$ cat config.mk
export PLATFORM = sky130hd
export DESIGN_NAME = ctlog_ctrl
export DESIGN_NICKNAME = d
export VERILOG_FILES = /design/src/rtl/core/ctlog_pkg.sv /design/src/rtl/core/ctlog_ctrl.sv
export SDC_FILE = /design/constraint.sdc
export NUM_CORES = 1
export LEC_CHECK = 0
export BUFFER_PORTS_ARGS = -buffer_cell sky130_fd_sc_hd__buf_2
export CAP_MARGIN = 20
export CORE_UTILIZATION = 50
export CTS_BUF_LIST = sky130_fd_sc_hd__clkbuf_4 sky130_fd_sc_hd__clkbuf_8
export DETAILED_ROUTE_END_ITERATION = 8
export PLACE_DENSITY = 0.7
export RECOVER_POWER = 25
export SYNTH_ARGS = -nofsm -noshare
export SYNTH_HDL_FRONTEND = slang
export SYNTH_SLANG_ARGS = --single-unit
$ cat constraint.sdc
create_clock -name clk -period 5.4 [get_ports clk]
set_input_delay 0.54 -clock clk [delete_from_list [all_inputs] [get_ports clk]]
set_output_delay 0.54 -clock clk [all_outputs]
set_load 0.02 [all_outputs]
$ cat src/rtl/core/ctlog_pkg.sv
// Shared constants and types for the circular trace log.
`default_nettype none
package ctlog_pkg;

  localparam int Depth    = 256;
  localparam int AddrW    = $clog2(Depth);
  localparam int CapW     = AddrW + 1;
  localparam int RecW     = 64;
  localparam int CountW   = 32;
  localparam int StatusW  = 2;

  localparam logic [StatusW-1:0] StOk          = 2'd0;
  localparam logic [StatusW-1:0] StNotFound    = 2'd1;
  localparam logic [StatusW-1:0] StUnsupported = 2'd2;
  localparam logic [StatusW-1:0] StIntegrity   = 2'd3;

  localparam logic OpAppend = 1'b0;
  localparam logic OpRead   = 1'b1;

  localparam logic [CapW-1:0] CapReset = CapW'(Depth);

  // Request from the control unit for one transaction.
  typedef struct packed {
    logic                mem_we;
    logic                mem_re;
    logic [AddrW-1:0]    mem_addr;
    logic                read_ok;
    logic [StatusW-1:0]  status;
    logic [AddrW-1:0]    write_position;
    logic [CapW-1:0]     held_count;
  } ctlog_req_t;

endpackage
`default_nettype wire

$ cat src/rtl/core/ctlog_ctrl.sv
// Ring control: capacity register, write position, saturating count, status decode.
`default_nettype none
module ctlog_ctrl (
  input  wire logic                           clk,
  input  wire logic                           rst,
  input  wire logic                           cfg_we,
  input  wire logic [ctlog_pkg::CapW-1:0]     cfg_data,
  input  wire logic                           accept,
  input  wire logic                           op,
  input  wire logic [ctlog_pkg::AddrW-1:0]    back_index,
  output ctlog_pkg::ctlog_req_t               req
);

  localparam int AddrW  = ctlog_pkg::AddrW;
  localparam int CapW   = ctlog_pkg::CapW;
  localparam int CountW = ctlog_pkg::CountW;

  logic [CapW-1:0]   capacity;
  logic [AddrW-1:0]  next_slot;
  logic [AddrW-1:0]  next_slot_next;
  logic [CountW-1:0] total_appended;
  logic [CountW-1:0] total_appended_next;

  logic [CapW-1:0]   cap_eff;
  logic [CapW-1:0]   held_now;
  logic [CapW-1:0]   held_after;
  logic [CapW-1:0]   slot_inc;
  logic [CapW:0]     idx_raw;
  logic [CapW:0]     idx_wrap;
  logic              do_append;

  always_comb begin
    cap_eff  = (capacity > ctlog_pkg::CapReset) ? ctlog_pkg::CapReset : capacity;
    held_now = (total_appended < CountW'(cap_eff)) ? total_appended[CapW-1:0] : cap_eff;
    slot_inc = CapW'(next_slot) + CapW'(1);
    // newest is next_slot - 1; wrap once since back < held <= cap
    idx_raw  = (CapW+1)'(next_slot) + (CapW+1)'(cap_eff) - (CapW+1)'(1)
               - (CapW+1)'(back_index);
    idx_wrap = (idx_raw >= (CapW+1)'(cap_eff)) ? idx_raw - (CapW+1)'(cap_eff) : idx_raw;

    req           = '0;
    do_append     = 1'b0;
    next_slot_next      = next_slot;
    total_appended_next = total_appended;
    req.mem_addr  = next_slot;
    if (cap_eff == '0) begin
      req.status = ctlog_pkg::StUnsupported;
    end else if (CapW'(next_slot) >= cap_eff) begin
      req.status = ctlog_pkg::StIntegrity;
    end else if (op == ctlog_pkg::OpAppend) begin
      req.status     = ctlog_pkg::StOk;
      do_append      = 1'b1;
      next_slot_next = (slot_inc >= cap_eff) ? '0 : slot_inc[AddrW-1:0];
      total_appended_next = (total_appended == '1) ? total_appended
                                                   : total_appended + CountW'(1);
    end else if (CapW'(back_index) >= held_now) begin
      req.status = ctlog_pkg::StNotFound;
    end else begin
      req.status   = ctlog_pkg::StOk;
      req.read_ok  = 1'b1;
      req.mem_addr = idx_wrap[AddrW-1:0];
    end

    held_after = (total_appended_next < CountW'(cap_eff))
                 ? total_appended_next[CapW-1:0] : cap_eff;
    req.mem_we         = accept & do_append;
    req.mem_re         = accept & req.read_ok;
    req.write_position = next_slot_next;
    req.held_count     = held_after;
  end

  always_ff @(posedge clk) begin
    if (rst) begin
      capacity       <= ctlog_pkg::CapReset;
      next_slot      <= '0;
      total_appended <= '0;
    end else begin
      if (cfg_we) begin
        capacity <= cfg_data;
      end
      if (accept) begin
        next_slot      <= next_slot_next;
        total_appended <= total_appended_next;
      end
    end
  end

endmodule
`default_nettype wire

==> impl_metrics.env, run 1 <==
export IMPL_synth_area_leaders="dfxtp_1 (19%), ha_1 (14%), mux2i_1 (6.3%), xnor2_1 (5.5%), nor2_1 (5.1%)"
export IMPL_cts_root_buf="clkbuf_8"
export IMPL_arrival_ns=4.96
export IMPL_num_fill_cells=893
export IMPL_num_rows=37
export IMPL_synth_area_um2=5273
export IMPL_wl_um=15650
export IMPL_post_synth_top_count_cell="nor2_1"
export IMPL_cts_buffers_inserted=5
export IMPL_multi_input_area_um2=4260
export IMPL_min_delay_path_class="in -> reg"
export IMPL_leakage_uw=0.002909
export IMPL_synth_top_area_share_pct=18.60
export IMPL_netlist_instances=662
export IMPL_synth_top_family_by_area="simple AND/OR/NAND/NOR gates"
export IMPL_finalWorstSetupSlack_ns=-0.1022
export IMPL_grt_use_total_pct=27.88
export IMPL_grt_pass1_wl_um=24450
export IMPL_rsz0062_at_grt="true"
export IMPL_ios=52
export IMPL_crit_fanout=7
export IMPL_cap_violations=1
export IMPL_cp_end_kind="output pin"
export IMPL_slew_headroom_pct=-42.63
export IMPL_grt_pass1_vias=4912
export IMPL_failed_checks="max-capacitance violations, max-slew violations, negative setup slack"
export IMPL_ctsHoldBuffers=0
export IMPL_synth_distinct_cells=65
export IMPL_vias=5218
export IMPL_period_needed_ns=5.502
export IMPL_drt_iter0_markers=388
export IMPL_irDropWorstVdd_mv=0.1062
export IMPL_drc=0
export IMPL_syn_area_per_cell_um2=7.965
export IMPL_final_nets=842
export IMPL_synthTopCellsByCount="nor2_1 (71), ha_1 (61), dfxtp_1 (49), inv_1 (47), nand2_1 (43)"
export IMPL_yosys_area_share_adder_pct=18.27
export IMPL_cts_sinks=49
export IMPL_clkTransAtPathRegs_ns=0.11
export IMPL_yosysSeqAreaShare_pct=18.60
export IMPL_gp_congestion=0.9300
export IMPL_rr_worst_depth=13
export IMPL_ys_warn_count=0
export IMPL_synth_compound_area_share_pct=14.93
export IMPL_syn_nets=755
export IMPL_p_total_uw=994.2
export IMPL_n_antenna_cell=0
export IMPL_core_area_um2=10280
export IMPL_synth_edff_count=0
export IMPL_avgRoutedWirePerCell_um=17.66
export IMPL_skew_ns=0.01266
export IMPL_vias_per_cell=5.889
export IMPL_syn2layout_area_growth_pct=22.97
export IMPL_muxShareOfSynthArea_pct=8.828
export IMPL_worstSetupPathType="reg -> out"
export IMPL_dp_cells=857
export IMPL_fp_dieH_um=104.7
export IMPL_port_buffers=51
export IMPL_antenna_found_initial=0
export IMPL_first_pass_iters=5
export IMPL_insertion_delay_ns=0.34
export IMPL_synth_xor_area_share_pct=9.302
export IMPL_p_per_area_nw_per_um2=153.3
export IMPL_start_util_pct=51.30
export IMPL_final_cell_count_no_fill=886
export IMPL_clockBufferDepth=2
export IMPL_required_ns=4.86
export IMPL_hold_viol_final=0
export IMPL_postRouteAntennaNets=0
export IMPL_die_w_um=104.7
export IMPL_yosysTopAreaCell="dfxtp_1"
export IMPL_synthSimpleGateAreaFrac_pct=23.80
export IMPL_htree_levels=2
export IMPL_max_freq_mhz=181.7
export IMPL_tightest_slew_ns=2.139
export IMPL_synth_seq_cells=49
export IMPL_hold_slack_ns=0.4380
export IMPL_detailed_place_hpwl_um=11700
export IMPL_min_path_cells=3
export IMPL_regArea_um2=984.7
export IMPL_grt_max_degree=50
export IMPL_gr_total_overflow=0
export IMPL_drive_above_1_share_pct=25.47
export IMPL_crit_path_start_kind="register"
export IMPL_synth_ff_type="dfxtp_1"
export IMPL_cts_tree="built"
export IMPL_final_core_util_pct=63.09
export IMPL_finalCritPeriodShare_pct=101.9
export IMPL_die_area_um2=10960
export IMPL_finalSetupViolations=9
export IMPL_finalMaxSlewViolations=50
export IMPL_async_reset_ff_share_pct=0
export IMPL_run_status="finished, violations left"
## placed cells by master (no fill, tap or decap), types with 5 or more instances in the layout
cell / synthesis / routed
nor4_1: 8 / 6
or3_1: 9 / 9
nand2_1: 43 / 42
clkbuf_8: 0 / 7
o21a_1: 5 / 5
and3_1: 14 / 12
xnor2_1: 33 / 33
buf_4: 1 / 61
inv_1: 47 / 44
a21o_1: 15 / 15
nor3_1: 15 / 15
a21oi_1: 27 / 23
nand3_1: 27 / 27
nand4_1: 16 / 16
or2_2: 7 / 7
buf_2: 8 / 39
ha_1: 61 / 56
mux2_4: 0 / 8
xor2_1: 23 / 21
ha_4: 0 / 5
fa_1: 10 / 9
nor2_1: 71 / 68
mux2i_1: 33 / 32
buf_6: 2 / 11
o21ai_0: 26 / 21
o21ai_1: 1 / 5
nor2b_4: 0 / 6
dfxtp_1: 49 / 48
## worst paths after layout
| kind | startpoint | endpoint | slack (ns) |
|---|---|---|---|
| worst max register to register | capacity[8] | total_appended[21] | 1.56 |
| worst min-delay path | cfg_data[8] | capacity[8] | 0.44 |
| worst min register to register | total_appended[14] | total_appended[14] | 0.53 |
| worst max-delay path | capacity[8] | req[1] | -0.10 |
## sequential cells by signal (all words and copies together) (netlist names)
register,cells
capacity,9
next_slot,8
total_appended,32
## timing repair
action | CTS | global route
setup endpoints to repair | 19 | 18
gates resized for setup | 18 | 73
buffers inserted | 4 | 17
pin swaps | 3 | 20
## cell type report
| cell class | instances | share of cell area (%) |
|---|---|---|
| Multi-Input combinational cell | 533 | 65.71 |
| Sequential cell | 49 | 15.19 |
| Timing Repair Buffer | 112 | 12.04 |
| Inverter | 48 | 2.817 |
| Tap cell | 136 | 2.624 |
| Clock buffer | 7 | 1.486 |
| Clock inverter | 1 | 0.1351 |
## metal layers
metal / vias up / GRT usage [%] / share of wire (%)
met3: 43 / 3.493 / 7.0
met2: 224 / 46.69 / 46
met5: - / 0 / 0
met4: 0 / 10.26 / 3.1
li1: 2519 / - / -
met1: 2432 / 36.60 / 43
## report_power, final
group	internal (uW)	leakage (uW)	switching [uW]
combinational	164	0.00246	191
clock	119	0.0000549	143
sequential	367	0.000397	9.40
## through the flow
stage                     worst slack [ns]  setup TNS (ns)  cell area [um2]
after detailed placement          -0.01590        -0.02490             5861
final                              -0.1022         -0.7083             6484
after floorplan                   -0.01086        -0.08686             5283
after CTS                         -0.02802         -0.1006             6050
after global placement             0.07292               0             5861
after global routing               -0.2382          -2.047             6484
## worst max-delay path, cell delays in order (launching register included)
cell,delay (ns)
dfxtp_4,0.43
nor2b_4,0.13
inv_1,0.06
ha_1,0.30
and3_4,0.17
a221oi_2,0.26
o21ai_1,0.17
a211o_1,0.44
nor2_4,0.18
buf_4,0.12
buf_4,0.12
and3_1,0.19
xor2_2,0.18
ha_1,0.27
nand2_1,0.07
o21ai_1,0.07
or4_4,0.53
nor4_4,0.26
buf_6,0.18
mux2i_2,0.30
buf_4,0.20
## cells by family (layout without fill, tap and decap cells)
kind of cell | Yosys count | in the layout
and+or+nand+nor | 243 | 243
buffers and inverters | 80 | 168
adders and majority gates | 71 | 71
DFF | 49 | 49
xor gates and xnor gates | 56 | 56
muxes | 45 | 45
AOI/OAI and AO/OA | 118 | 118
Power figures use the tool's default switching activity.
==> run 2, diff against run 1 <==
--- a/config.mk
+++ b/config.mk
@@ -5,6 +5,7 @@
 export SDC_FILE = /design/constraint.sdc
 export NUM_CORES = 1
 export LEC_CHECK = 0
+export ABC_AREA = 1
 export BUFFER_PORTS_ARGS = -buffer_cell sky130_fd_sc_hd__buf_2
 export CAP_MARGIN = 20
 export CORE_UTILIZATION = 50
==> run 2 against run 1 <==
Compared with the run above:
- the run now ends clean
- non-clock buffer count down 49
- final cell count up 25%
- highest routed layer unchanged
- worst hold slack worse by 0.0080 ns
- global-route usage up 0.096 points
- first-iteration DRC count up 8.0%
- design area down 3.3%
- largest cell class unchanged
- critical path type unchanged
- area after synthesis up 8.1%
==> impl_metrics.env, run 2 <==
export IMPL_worstSetupPathType="reg -> out"
export IMPL_min_delay_path_class="in -> reg"
export IMPL_tns_ns=0
export IMPL_period_needed_ns=5.120
export IMPL_p_total_uw=1181
export IMPL_postRouteAntennaNets=0
export IMPL_synth_edff_count=0
export IMPL_cts_root_buf="clkbuf_8"
export IMPL_top_regs="total_appended x32, capacity x9, next_slot x8"
export IMPL_cts_tree="built"
export IMPL_p_per_area_nw_per_um2=188.3
export IMPL_clockBufferDepth=2
export IMPL_rr_worst_depth=16
export IMPL_crit_family="adder cells"
export IMPL_htree_levels=2
export IMPL_grt_use_total_pct=27.98
export IMPL_dp_cells=1100
export IMPL_hold_viol_final=0
export IMPL_avgRoutedWirePerCell_um=14.13
export IMPL_async_reset_ff_share_pct=0
export IMPL_startpoint="capacity[8]"
export IMPL_synth_seq_cells=49
export IMPL_r2r_end="total_appended[9]"
export IMPL_grt_max_degree=46
export IMPL_synth_ff_type="dfxtp_1"
export IMPL_run_status="complete, no violations"
export IMPL_worstHoldStart="cfg_data[4]"
export IMPL_clkTransAtPathRegs_ns=0.09
export IMPL_synth_distinct_cells=46
export IMPL_hold_slack_ns=0.4299
export IMPL_grt_pass1_vias=5335
export IMPL_cts_buffers_inserted=5
export IMPL_synth_area_um2=5699
export IMPL_cp_cell_sequence="inv_4 -> nand2_1 -> fa_1 -> inv_1 -> ha_1 -> inv_1 -> fa_1 -> o21ai_1 -> xor2_1 -> inv_1 -> ha_1 -> a21oi_1 -> a21boi_1 -> o21ai_0 -> a21o_1 -> a21oi_4 -> nand3_2 -> nand3_1 -> nand2_1 -> nor2_1 -> a21oi_1 -> buf_2"
export IMPL_wl_um=15700
export IMPL_min_path_cells=3
export IMPL_irDropWorstVdd_mv=0.1437
export IMPL_slew_headroom_pct=11.31
export IMPL_crit_fanout=17
export IMPL_n_antenna_cell=0
export IMPL_leakage_uw=0.003316
export IMPL_arrival_ns=4.58
export IMPL_final_nets=1063
export IMPL_vias_per_cell=5.308
export IMPL_cp_common_cell="inv_1"
export IMPL_ys_warn_count=0
export IMPL_synthTopCellsByCount="nand2_1 (262), inv_1 (137), nor2_1 (93), o21ai_0 (64), ha_1 (61)"
export IMPL_netlist_instances=922
export IMPL_detailed_place_hpwl_um=12200
export IMPL_tightest_slew_ns=1.330
export IMPL_gr_total_overflow=0
export IMPL_final_cell_count_no_fill=1111
export IMPL_drc=0
export IMPL_post_synth_top_count_cell="nand2_1"
export IMPL_yosysSeqAreaShare_pct=17.21
export IMPL_slowest_stage="fa_1"
export IMPL_cts_sinks=49
export IMPL_finalMaxSlewViolations=0
export IMPL_vias=5897
export IMPL_finalSetupViolations=0
export IMPL_port_buffers=51
export IMPL_largest_reg_flops=32
export IMPL_num_rows=38
export IMPL_insertion_delay_ns=0.32
export IMPL_ios=52
export IMPL_required_ns=4.86
export IMPL_r2r_start="capacity[8]"
export IMPL_syn_area_per_cell_um2=6.181
export IMPL_layout_commonest_cell="nand2_1"
export IMPL_drive_above_1_share_pct=10.81
export IMPL_gp_congestion=0.8877
export IMPL_final_cell_mix="nand2_1 (260), inv_1 (136), nor2_1 (93)"
export IMPL_antenna_found_initial=0
export IMPL_yosysTopAreaCell="nand2_1"
export IMPL_syn_nets=1015
export IMPL_grt_pass1_wl_um=25720
export IMPL_top_register="total_appended"
export IMPL_synth_area_leaders="nand2_1 (17%), dfxtp_1 (17%), ha_1 (13%), inv_1 (9.0%), nor2_1 (6.1%)"
export IMPL_finalCritPeriodShare_pct=94.81
export IMPL_worst_path_buf_inv=5
export IMPL_crit_path_start_kind="register"
export IMPL_syn2layout_area_growth_pct=10.05
export IMPL_first_pass_iters=5
export IMPL_die_area_um2=11830
export IMPL_skew_ns=0.004115
export IMPL_drt_iter0_markers=419
export IMPL_core_area_um2=10980
export IMPL_critical_path_max_stage_delay_ns=0.43
export IMPL_max_freq_mhz=195.3
export IMPL_dpl_worst_slack_ns=0.1970
export IMPL_synth_top_area_share_pct=17.26
export IMPL_rsz0062_at_grt="false"
export IMPL_cap_violations=0
export IMPL_reg2reg_setup_slack_ns=2.15
export IMPL_fp_dieH_um=108.8
export IMPL_die_w_um=108.8
export IMPL_cp_end_kind="output pin"
export IMPL_finalWorstSetupSlack_ns=0.2805
export IMPL_holdPathEnd="capacity[4]"
export IMPL_start_util_pct=51.89
export IMPL_num_fill_cells=1138
==> run 2: logic make-up (layout without fill, tap and decap cells) <==
group	after synthesis	in the layout	share of synthesized area, %
AO/OA/AOI/OAI	149	149	14.47
XOR/XNOR	28	28	4.435
adder cells (fa/ha/maj)	71	71	16.90
buffers and inverters	166	214	11.53
flip-flops	49	49	17.21
AND/OR/NAND/NOR	459	460	35.46
==> run 2: layout make-up <==
type | instances | area [um2] | area share, %
clock buffer | 7 | 90.09 | 1.436
sequential | 49 | 980.9 | 15.64
timing repair buffer | 63 | 344.1 | 5.486
multi-input combinational | 708 | 4100 | 65.37
timing repair inverter | 1 | 7.507 | 0.1197
tap | 140 | 175.2 | 2.793
inverter | 142 | 544.3 | 8.677
clock inverter | 1 | 30.03 | 0.4788
==> run 2: worst min-delay path: stages <==
cell and delay [ns]:
buf_2 0.07, nor2_1 0.03, nor2_1 0.08
==> run 2: what timing repair did <==
action	in CTS	in global routing
resized for setup	2	12
cloned	0	2
setup endpoints to repair	8	9
setup buffers	0	1
pin swaps	0	2
hold buffers	0	0
==> run 2: per-stage QoR <==
| stage | util [%] | instance area, um2 |
|---|---|---|
| after global placement | 55.48 | 6093 |
| after detailed placement | 55.48 | 6093 |
| after global routing | 57.11 | 6272 |
| after CTS | 56.64 | 6221 |
| after floorplan | - | 5699 |
| final | 57.11 | 6272 |
==> run 2: worst max path at each step <==
stage               depth (start not counted)  slack (ns)      end
finish                                     22        0.28  req[23]
global route                               22       0.006  req[25]
CTS                                        21        0.06  req[25]
detailed placement                         21        0.20  req[24]
global placement                           21        0.32  req[25]
floorplan                                  19        0.53  req[25]
==> run 2: where the power goes <==
part           leakage, uW  switching, uW  internal [uW]
Sequential        0.000404           31.0            383
Combinational      0.00285            305            168
Clock            0.0000619            137            156
==> run 2: per-layer routing <==
metal	global-route usage (%)	vias up	wire length, um
li1	-	3084	-
met1	38.89	2640	7880
met2	45.34	154	6795
met3	3.168	19	768
met4	8.205	0	257
met5	0	-	0
==> run 3, diff against run 2 <==
--- a/config.mk
+++ b/config.mk
@@ -11,7 +11,7 @@
 export CORE_UTILIZATION = 50
 export CTS_BUF_LIST = sky130_fd_sc_hd__clkbuf_4 sky130_fd_sc_hd__clkbuf_8
 export DETAILED_ROUTE_END_ITERATION = 8
-export PLACE_DENSITY = 0.7
+export PLACE_DENSITY = 0.78
 export RECOVER_POWER = 25
 export SYNTH_ARGS = -nofsm -noshare
 export SYNTH_HDL_FRONTEND = slang
==> run 3 against run 2 <==
Compared with the run above:
- combinational power about the same
- clock skew increased by 0.015 ns
- maximum frequency grew 1.5%
- non-clock buffer count increased by 2
- critical path type unchanged
==> impl_metrics.env, run 3 (synthesis gave the netlist of run 2 again) <==
export IMPL_run_status="complete, no violations"
export IMPL_vias=5903
export IMPL_drt_iter0_markers=428
export IMPL_wl_um=15350
export IMPL_final_nets=1064
export IMPL_first_pass_iters=5
export IMPL_reg2reg_setup_slack_ns=2.25
export IMPL_p_total_uw=1183
export IMPL_top_regs="total_appended x32, capacity x9, next_slot x8"
export IMPL_cts_buffers_inserted=5
export IMPL_cap_violations=0
export IMPL_finalCritPeriodShare_pct=93.44
export IMPL_insertion_delay_ns=0.35
export IMPL_grt_use_total_pct=27.62
export IMPL_finalSetupViolations=0
export IMPL_cts_tree="built"
export IMPL_finalWorstSetupSlack_ns=0.3541
export IMPL_hold_viol_final=0
export IMPL_finalMaxSlewViolations=0
export IMPL_startpoint="capacity[8]"
export IMPL_cts_root_buf="clkbuf_8"
export IMPL_gr_total_overflow=0
export IMPL_r2r_end="next_slot[6]"
export IMPL_antenna_found_initial=0
export IMPL_worstSetupPathType="reg -> out"
export IMPL_ios=52
export IMPL_core_area_um2=10980
export IMPL_layout_commonest_cell="nand2_1"
export IMPL_crit_path_start_kind="register"
export IMPL_vias_per_cell=5.308
export IMPL_clockBufferDepth=2
export IMPL_tightest_slew_ns=1.322
export IMPL_num_rows=38
export IMPL_dp_cells=1099
export IMPL_max_freq_mhz=198.2
export IMPL_fp_dieH_um=108.8
export IMPL_min_delay_path_class="in -> reg"
export IMPL_ctsHoldBuffers=0
export IMPL_drc=0
export IMPL_detailed_place_hpwl_um=11860
export IMPL_start_util_pct=51.89
export IMPL_final_cell_mix="nand2_1 (260), inv_1 (136), nor2_1 (94)"
export IMPL_crit_fanout=17
export IMPL_final_cell_count_no_fill=1112
export IMPL_avgRoutedWirePerCell_um=13.81
export IMPL_gp_congestion=0.9001
export IMPL_irDropWorstVdd_mv=0.1646
export IMPL_slew_headroom_pct=11.84
export IMPL_clkTransAtPathRegs_ns=0.10
export IMPL_leakage_uw=0.003312
export IMPL_drive_above_1_share_pct=10.80
export IMPL_grt_pass1_vias=5204
export IMPL_dpl_worst_slack_ns=0.2348
export IMPL_crit_path_end="req[25]"
export IMPL_rr_worst_depth=14
export IMPL_htree_levels=2
export IMPL_syn2layout_area_growth_pct=9.923
export IMPL_grt_max_degree=46
export IMPL_cts_sinks=49
export IMPL_r2r_start="next_slot[0]"
export IMPL_arrival_ns=4.51
export IMPL_regArea_um2=980.9
export IMPL_cp_end_kind="output pin"
export IMPL_p_per_area_nw_per_um2=188.8
export IMPL_postRouteAntennaNets=0
export IMPL_num_fill_cells=1091
export IMPL_grt_pass1_wl_um=25290
export IMPL_die_w_um=108.8
export IMPL_required_ns=4.86
export IMPL_die_area_um2=11830
export IMPL_worstHoldStart="cfg_data[6]"
export IMPL_multi_input_area_um2=4080
export IMPL_period_needed_ns=5.046
export IMPL_skew_ns=0.01901
export IMPL_n_antenna_cell=0
export IMPL_largest_reg_flops=32
export IMPL_port_buffers=51
export IMPL_top_register="total_appended"
==> run 3: cell count changes in the layout (fill, tap and decap cells not counted), sizes merged <==
cell    delta
clkinv     +1
nand3      -1
buf        +1
==> run 3: layer usage <==
layer	part of all wire, %	global-route usage [%]	up-vias
li1	-	-	3081
met5	0	0	-
met2	44	43.72	212
met4	2.2	8.977	0
met3	6.1	5.200	28
met1	48	37.63	2582
==> run 3: layout make-up <==
type / count / area share [%]
Inverter: 142 / 8.728
Sequential cell: 49 / 15.66
Multi-Input combinational cell: 707 / 65.13
Timing Repair inverter: 1 / 0.1198
Clock buffer: 6 / 1.218
Clock inverter: 2 / 0.6191
Tap cell: 140 / 2.796
Timing Repair Buffer: 65 / 5.732
==> run 3: stage by stage <==
step                      hold WS, ns  cell area, um2  util (%)  setup TNS [ns]
after global placement         0.4976            6086     55.41               0
after floorplan                0.4541            5699         -               0
after global routing           0.4227            6265     57.04       -0.008113
final                          0.4153            6265     57.04               0
after detailed placement       0.4856            6086     55.41               0
after CTS                      0.4077            6208     56.53               0
==> run 3: worst max-delay path, cell delays in order, from the launching register on <==
cell      delay [ns]
dfxtp_1         0.36
inv_6           0.17
nand2_1         0.11
fa_1            0.44
inv_1           0.07
ha_1            0.17
inv_1           0.06
fa_1            0.40
o21ai_1         0.21
xor2_1          0.19
inv_1           0.07
ha_1            0.31
a21oi_1         0.14
a21boi_1        0.23
o21ai_0         0.11
a21o_1          0.18
a21oi_2         0.20
nand3_4         0.18
o21ai_0         0.19
nor2_1          0.05
a21oi_1         0.13
buf_2           0.18
==> run 3: power breakdown <==
group / switching (uW) / leakage (uW) / internal [uW]
Combinational: 303 / 0.00285 / 170
Clock: 150 / 0.0000588 / 144
Sequential: 31.2 / 0.000404 / 384
Total: 485 / 0.00331 / 698
==> run 3: how the worst min path moves through the flow <==
stage / endpoint / slack [ns] / depth (start not counted)
after floorplan: capacity[7] / 0.45 / 2
after global placement: capacity[6] / 0.50 / 2
after detailed placement: capacity[5] / 0.49 / 2
after CTS: capacity[2] / 0.41 / 3
after global routing: capacity[6] / 0.42 / 3
final: capacity[6] / 0.42 / 3
==> run 3: timing repair <==
item,CTS,global route
gates cloned,0,1
pin swaps,0,1
buffers inserted,0,4
endpoints found under the setup margin,8,18
resized for setup,2,10
